[src/sv/pid_frequency_controller_unit_defines.svh]
// Assertion helpers shared by the controller RTL.
// Both forms assume a clock named clk and an active-low reset named arst_n.
`ifndef PID_FREQUENCY_CONTROLLER_UNIT_DEFINES_SVH
`define PID_FREQUENCY_CONTROLLER_UNIT_DEFINES_SVH

`ifndef ASSERT_OFF
`define PFC_ASSERT(label, prop, msg) \
	label: assert property (@(posedge clk) disable iff (!arst_n) (prop)) else $error(msg);
`define PFC_ASSERT_IMP(label, ante, cons, msg) \
	label: assert property (@(posedge clk) disable iff (!arst_n) (ante) |-> (cons)) \
		else $error(msg);
`else
`define PFC_ASSERT(label, prop, msg)
`define PFC_ASSERT_IMP(label, ante, cons, msg)
`endif

`endif

[src/sv/pfc_pkg.sv]
package pfc_pkg;

	// field widths
	localparam int FREQ_W    = 18;
	localparam int ERR_W     = 19;
	localparam int DIFF_W    = 20;
	localparam int GAIN_W    = 24;
	localparam int LIMIT_W   = 23;
	localparam int DRIVE_W   = 24;

	// integrator width, valid from 20 to 48
	localparam int INTEGRAL_WIDTH = 32;

	// product and accumulation widths
	localparam int PROD_P_W  = GAIN_W + ERR_W;
	localparam int PROD_I_W  = GAIN_W + INTEGRAL_WIDTH;
	localparam int PROD_D_W  = GAIN_W + DIFF_W;
	localparam int SUM_W     = PROD_I_W + 2;
	localparam int DRIVE_SHIFT = 8;

	// configuration port
	localparam int CFG_IDX_W  = 3;
	localparam int CFG_DATA_W = 24;

	localparam logic [CFG_IDX_W-1:0] CFG_REFERENCE = 3'd0;
	localparam logic [CFG_IDX_W-1:0] CFG_GAIN_P    = 3'd1;
	localparam logic [CFG_IDX_W-1:0] CFG_GAIN_I    = 3'd2;
	localparam logic [CFG_IDX_W-1:0] CFG_GAIN_D    = 3'd3;
	localparam logic [CFG_IDX_W-1:0] CFG_DEADBAND  = 3'd4;
	localparam logic [CFG_IDX_W-1:0] CFG_LIMIT     = 3'd5;

	// register reset values
	localparam logic [FREQ_W-1:0]         RST_REFERENCE = 18'd84385;
	localparam logic signed [GAIN_W-1:0]  RST_GAIN_P    = 24'sd6554;
	localparam logic signed [GAIN_W-1:0]  RST_GAIN_I    = 24'sd328;
	localparam logic signed [GAIN_W-1:0]  RST_GAIN_D    = -24'sd328;
	localparam logic [FREQ_W-1:0]         RST_DEADBAND  = 18'd3;
	localparam logic [LIMIT_W-1:0]        RST_LIMIT     = 23'd65536;

	// control from the pipeline to the integrator stage
	typedef struct packed {
		logic load;
		logic clear;
	} pfc_step_t;

endpackage

[src/sv/pfc_integrator.sv]
`include "pid_frequency_controller_unit_defines.svh"

module pfc_integrator (
	input  logic                                      clk,
	input  logic                                      arst_n,
	input  pfc_pkg::pfc_step_t                        step,
	input  logic [pfc_pkg::FREQ_W-1:0]                meas,
	input  logic [pfc_pkg::FREQ_W-1:0]                reference,
	input  logic [pfc_pkg::FREQ_W-1:0]                deadband,
	output logic signed [pfc_pkg::ERR_W-1:0]          e_s2,
	output logic signed [pfc_pkg::DIFF_W-1:0]         d_s2,
	output logic signed [pfc_pkg::INTEGRAL_WIDTH-1:0] integ_s2
);

	localparam int IW = pfc_pkg::INTEGRAL_WIDTH;

	logic signed [IW-1:0]                  integral_q;
	logic signed [pfc_pkg::ERR_W-1:0]      prev_error_q;

	logic signed [pfc_pkg::ERR_W-1:0]      err;
	logic [pfc_pkg::ERR_W-1:0]             mag;
	logic                                  integrate;
	logic signed [IW-1:0]                  base;
	logic signed [IW:0]                    sum_ext;
	logic signed [IW-1:0]                  sum_sat;
	logic signed [IW-1:0]                  integ_next;
	logic signed [pfc_pkg::DIFF_W-1:0]     diff;

	// error and its magnitude; both frequencies are unsigned so the error fits 19 bits
	assign err = $signed({1'b0, reference}) - $signed({1'b0, meas});
	assign mag = err[pfc_pkg::ERR_W-1] ? pfc_pkg::ERR_W'(-err) : pfc_pkg::ERR_W'(err);
	assign integrate = mag > {1'b0, deadband};

	// clear happens before this step's accumulation
	assign base = step.clear ? '0 : integral_q;
	assign sum_ext = {base[IW-1], base}
		+ {{(IW + 1 - pfc_pkg::ERR_W){err[pfc_pkg::ERR_W-1]}}, err};

	// top two bits disagree: saturate toward the sign of the true sum
	always_comb begin
		if (sum_ext[IW] != sum_ext[IW-1]) begin
			sum_sat = sum_ext[IW] ? {1'b1, {(IW-1){1'b0}}} : {1'b0, {(IW-1){1'b1}}};
		end else begin
			sum_sat = sum_ext[IW-1:0];
		end
	end

	assign integ_next = integrate ? sum_sat : base;
	assign diff = {err[pfc_pkg::ERR_W-1], err} - {prev_error_q[pfc_pkg::ERR_W-1], prev_error_q};

	always_ff @(posedge clk or negedge arst_n) begin
		if (!arst_n) begin
			integral_q   <= '0;
			prev_error_q <= '0;
		end else if (step.load) begin
			integral_q   <= integ_next;
			prev_error_q <= err;
		end
	end

	always_ff @(posedge clk) begin
		if (step.load) begin
			e_s2     <= err;
			d_s2     <= diff;
			integ_s2 <= integ_next;
		end
	end

	`PFC_ASSERT_IMP(a_clear_zeroes, $past(step.load && step.clear && !integrate), integral_q == '0, "integral not zero after clear inside deadband")
	`PFC_ASSERT_IMP(a_integral_hold, !$past(step.load), $stable(integral_q), "integral changed without a step")
	`PFC_ASSERT_IMP(a_prev_error_hold, !$past(step.load), $stable(prev_error_q), "previous error changed without a step")

endmodule

[config.mk]
export PLATFORM = sky130hd
export DESIGN_NAME = pfc_integrator
export DESIGN_NICKNAME = d
export VERILOG_FILES = /design/src/sv/pfc_pkg.sv /design/src/sv/pfc_integrator.sv
export VERILOG_INCLUDE_DIRS = /design/src /design/src/sv
export SDC_FILE = /design/constraint.sdc
export NUM_CORES = 1
export LEC_CHECK = 0
export BUFFER_PORTS_ARGS = -buffer_cell sky130_fd_sc_hd__buf_4
export CORE_UTILIZATION = 45
export CTS_BUF_LIST = sky130_fd_sc_hd__clkbuf_4
export DETAILED_ROUTE_END_ITERATION = 10
export PLACE_DENSITY = 0.68
export SLEW_MARGIN = 40
export SYNTH_ARGS = -nofsm -noshare
export SYNTH_HDL_FRONTEND = slang
export SYNTH_SLANG_ARGS = --single-unit
[constraint.sdc]
create_clock -name clk -period 3.59 [get_ports clk]
set_input_delay 0.718 -clock clk [delete_from_list [all_inputs] [get_ports clk]]
set_output_delay 0.718 -clock clk [all_outputs]
set_load 0.01 [all_outputs]
-- Yosys cells after proc, flatten, opt, wreduce, memory -nomap -nowiden
Cells that the tools add are included.
- equal/unequal tests: 1
- mux-type cells: 5
- magnitude comparators: 1
- $add $sub $neg: 4
- operators by type and width (kind ; count):
    $mux W32 ; 4
    $add A32 B19 Y33 ; 1
    $sub A19 B19 Y20 ; 1
    $gt A19 B18 Y1 ; 1
    $mux W19 ; 1
    $neg A19 Y19 ; 1
    $sub A18 B18 Y19 ; 1
    $ne A1 B1 Y1 ; 1
- bits of input ports: 58
- register bits: 122
- logic and storage cells: 16
- output and inout bits: 71

-- Logic depth before layout (Yosys ltp)
- word-level depth: 5
- gate-level depth with buffers: 27
- gate-level depth less buffers: 23

-- Least setup slack after synthesis
Ideal clock, no wire load.
- kind: in2reg
- from: input meas[9] in the netlist's numbering
- to: register integ_s2[14] in the netlist's numbering (data pin)
- arrival time: 5.821 ns
- setup slack: -2.378 ns
- setup time: 0.146 ns
- data required time: 3.444 ns
- stages on the path: 26
- buffers on the path: 4
- path through: inv_1 > ha_1 > buf_2 > a21oi_1 > o21ba_2 > nor3b_1 > a21oi_1 > a221o_1 > a31o_1 > clkbuf_1 > inv_1 > clkbuf_1 > o21ai_0 > xnor2_1 > ha_1 > a21o_1 > a21o_1 > a21oi_1 > o2111ai_1 > a221o_1 > a21oi_1 > o21bai_1 > o31ai_4 > nor2_1 > clkbuf_1 > o2bb2ai_1
- cells in the longest elaborated chain, start to end: 5
- elaborated cells on any way between the ends: 9
- classes of those cells: add/sub: 3; order compare: 1; eq/ne: 1; mux: 4
- RTL lines (element ; line ; text):
    start: declaration ; pfc_integrator.sv:7 ; input logic [pfc_pkg::FREQ_W-1:0] meas,
    $sub A18 B18 Y19 * ; pfc_integrator.sv:30 ; assign err = $signed({1'b0, reference}) - $signed({1'b0, meas});
    via err (one bit) ; pfc_integrator.sv:20 ; logic signed [pfc_pkg::ERR_W-1:0] err;
    $neg A19 Y19 / $add A32 B19 Y33 (equally long branches) ; pfc_integrator.sv:31, pfc_integrator.sv:37 ;
    $mux W19, or another cell as far along ; pfc_integrator.sv:31 ; assign mag = err[pfc_pkg::ERR_W-1] ? pfc_pkg::ERR_W'(-err) : pfc_pkg::ERR_W'(err);
    $gt A19 B18 Y1 / $mux W32 (equally long branches) ; pfc_integrator.sv:32, pfc_integrator.sv:41 ;
    $mux W32 * ; pfc_integrator.sv:48 ; assign integ_next = integrate ? sum_sat : base;
    via integ_next[14] ; pfc_integrator.sv:26 ; logic signed [IW-1:0] integ_next;
    end signal: assignment ; pfc_integrator.sv:65 ; integ_s2 <= integ_next;
    end: declaration ; pfc_integrator.sv:12 ; output logic signed [pfc_pkg::INTEGRAL_WIDTH-1:0] integ_s2
Mark *: on every way through the listed nets, which the timed path passes. The rest lies on a longest branch.
A chain may end at the register's enable or synchronous reset.

-- Final worst setup path
- from: input meas[5] in the netlist's numbering
- to: register integral_q[19]
- cells in the longest elaborated chain, start to end: 5
- elaborated cells on any way between the ends: 9
- classes of those cells: add/sub: 3; order compare: 1; eq/ne: 1; mux: 4
- RTL lines (element ; line ; text):
    $sub A18 B18 Y19 * ; pfc_integrator.sv:30 ;
    $neg A19 Y19 / $add A32 B19 Y33 (equally long branches) ; pfc_integrator.sv:31, pfc_integrator.sv:37 ;
    $mux W19, or another cell as far along ; pfc_integrator.sv:31 ;
    $gt A19 B18 Y1 / $mux W32 (equally long branches) ; pfc_integrator.sv:32, pfc_integrator.sv:41 ;
    $mux W32 * ; pfc_integrator.sv:48 ;
    end signal: assignment ; pfc_integrator.sv:56 ; integral_q <= integ_next;
    end: declaration ; pfc_integrator.sv:17 ; logic signed [IW-1:0] integral_q;
Mark *: on every way between the ends. The rest lies on a longest branch, timed or not.

==> impl_results.md <==
* Area grow syn2layout at 59.6%
* Routed via count at 9133
* Max Fclk at between 200 and 250 MHz
* Top post-synthesis cells by area: edfxtp_1, dfrtp_1, ha_1
* Max stage delay on crit path at about 390 ps
* Synth Area per Inst at between 9 and 10 µm²
* R2R setup slack at -20 ps
* Failing checks: negative setup slack
* Detail Placement HPWL at between 15 and 20 mm
* Worst-margin pin slew at around 770 ps
* Pre-CTS setup slack at -1870 ps
* Die ar. at slightly above 20000 µm²
* Initial antenna violation count at 1
* Clock Path Buffers at 2
* First-pass GRT wire length at around 42 mm
* Hold Slack at roughly 190 ps
* Post-synth ARST share at between 40% and 50%
* Register bit total from synthesis at around 120
* PwrDens at a little over 700 nW/µm²
* Largest family of logic cells by synthesized area: compound AO/OA/AOI/OAI gates
* Synth Warn # at 0
* Placed instance count at about 1600
* Crit-path slowest cell: a221o_1
* Count leader, synth: ha_1
* WP data required at between 4000 and 5000 ps
* Setup CP Type: in -> reg
* Min-Delay Path Class: in -> async
* Synth Area in Simple Gates at around 14%
* Status: finished with violations
* Nets at approximately 1500
* XOR/XNOR Fraction of Synth Area at between 6 and 7%
* Synth area leader: edfxtp_1
* Final wirelength at 30.3 mm
* Sequential share of the synthesized area at a little under two fifths
* Core area at ~20000 µm²
* Synthesized area at roughly 9000 µm²
* Dominant synthesized flop cell: edfxtp_1
* TritonCTS clock tree: yes
* Fin. max-slew vios at 0
* Worst Setup Start Kind: input pin
* Mux cell area share after synthesis at 0.613%
* Via-per-instance ratio at 5.57
* Leak at about 0.0065 µW
* Fill cells at between 1000 and 1500
* RSZ-0062 raised after global routing: true
* Critical Path Sink Type: flip-flop
* IO Count at between 100 and 150
* CTS sink count at between 100 and 150
* Post-Syn Instances at 925
* Remaining Overflow, GRT at 0
* Detailed router's first-iteration violation count at 670
* Finished Core Util at 73.4%
* R2R Path Start: integral_q[0]$_DFFE_PN0P_
* Initial core utilization at 46.0%
* Min Tclk post-route at 4720 ps
* Count of buffers from port buffering at around 130
* Final Hold Vio Count at 0
* Setup ws final at -1130 ps
* Tot GR Track Use at 26.7%
* Final cell count without fillers at 1641
* Final worst-path cycle share at 132%
* WL/cell at between 15 and 20 µm
* Reg2reg path depth at 14
* Die Ht at 143 µm
* H-tree levels at 4
* CP Data Arrival Time at approximately 5200 ps
* Syn_nets at 1073
* Setup Skew at 23.6 ps
* Synth cell types at 76
* EDFF count, synth at 71
* Clk Tree Root Cell: clkbuf_4
* Layout cell share with drive strength beyond 1 at approximately half
* Worst flop-to-flop path endpoint: integ_s2[18]$_DFFE_PP_
* Crit Path Max Fanout at 7
* Hold_buf cts at 0
* TritonRoute pass-1 iters at 6
* Finish-stage setup viols at 69
* Number of global-route vias before repair at around 8600
* Post-synthesis compound-gate area fraction at 23.2%
* Most frequent cells after synthesis: ha_1, inv_1, a21oi_1
* Peak VDD IR at approximately 0.45 mV
* RePlAce Congestion at between 0.9 and 1
* Residual DRC at 0
* Synth top area share at 23.8%
* DIE WIDTH at 143 µm
* Post-route ant nets at 0
* Max_cap viols at 0
* Largest net degree at the start of global routing at 61
* Clock latency on the worst-skew pair at roughly 600 ps
* Total clock buffers created by CTS at 17
* Clock slew at reported path FFs at approximately 130 ps
* Number of core rows at slightly above 50
* Post-Synth Adder-Cell Area at 12.9%
* Relative slew slack at between 40% and 50%
## per-layer routing
metal  part of all wire [%]  vias to the layer above  GRT usage [%]  wire length [µm]
met3                    5.2                       87           3.79              1580
met2                     50                      343           46.1             15100
li1                       -                     4291              -                 -
met1                     41                     4412           33.9             12600
met4                    3.5                        0           10.0              1050
met5                      0                        -              0                 0
## through the flow
step	TNS [ps]	total power, µW	cell area, µm²
2_1_floorplan	-90220	5360	9270
3_5_place_dp	-124940	7850	12400
3_3_place_gp	-115990	7720	12400
5_1_grt	-81010	11000	14300
6_report	-70910	10400	14300
4_1_cts	-65310	9230	13100
## worst max-delay path: cells and delay by family
kind                       cells  cell delay, ps
buffers and inverters          6             770
adders and majority gates      2             470
AOI/OAI and AO/OA             15            2920
xor gates and xnor gates       1             200
and+or+nand+nor                1             150
## worst max path at each step
stage                                  to  cells after the start  slack (ps)         start
2_1_floorplan      integ_s2[30]$_DFFE_PP_                     26       -1450  reference[0]
3_3_place_gp       integ_s2[17]$_DFFE_PP_                     25       -1780  reference[0]
3_5_place_dp       integ_s2[30]$_DFFE_PP_                     23       -1870       meas[5]
4_1_cts            integ_s2[15]$_DFFE_PP_                     24       -1050  reference[0]
5_1_grt            integ_s2[18]$_DFFE_PP_                     24       -1300  reference[0]
6_report       integral_q[19]$_DFFE_PN0P_                     25       -1130       meas[5]
## report_power, final
part | switching, µW | total [µW] | internal, µW
clock | 567 | 1070 | 501
combinational | 3420 | 6920 | 3500
sequential | 285 | 2410 | 2130
## area by class of cell
type	instances	area [µm²]	area share [%]
inverters	79	324	2.26
repair buffers	442	3680	25.7
diodes	1	2.50	0.0175
repair inverters	1	7.51	0.0524
well taps	265	332	2.31
clock inverters	10	128	0.891
clock buffers	21	158	1.10
multi-input cells	700	6290	43.9
flip-flops and latches	122	3410	23.8
## cells in the final DEF, fill, tap and decap left out, types with 35 or more instances in the layout
cell / synthesis / final
xnor2_1: 39 / 35
buf_4: 1 / 397
nor2_1: 67 / 47
nor2b_1: 43 / 42
inv_1: 78 / 70
a21oi_1: 72 / 41
ha_1: 87 / 69
dfrtp_1: 51 / 51
nand2_1: 49 / 45
edfxtp_1: 71 / 71
o21ai_0: 55 / 42
## kinds of logic after synthesis
family | count (synthesis)
fa+ha+maj | 91
flops | 122
simple gates | 242
mux | 5
buf+inv | 107
xor+xnor | 66
compound gates | 292
## flip-flops by register name, summed over array words and instances, names as in the netlist
signal and flops:
integral_q 32, prev_error_q 19, integ_s2 32, e_s2 19
d_s2 20
## what timing repair did
item,in CTS,in global routing
cloned,3,11
buffers inserted,16,30
pin swaps,28,62
setup endpoints to repair,71,71
endpoints found under the hold margin,0,0
gates resized for setup,50,163
Power figures use the tool's default switching activity.
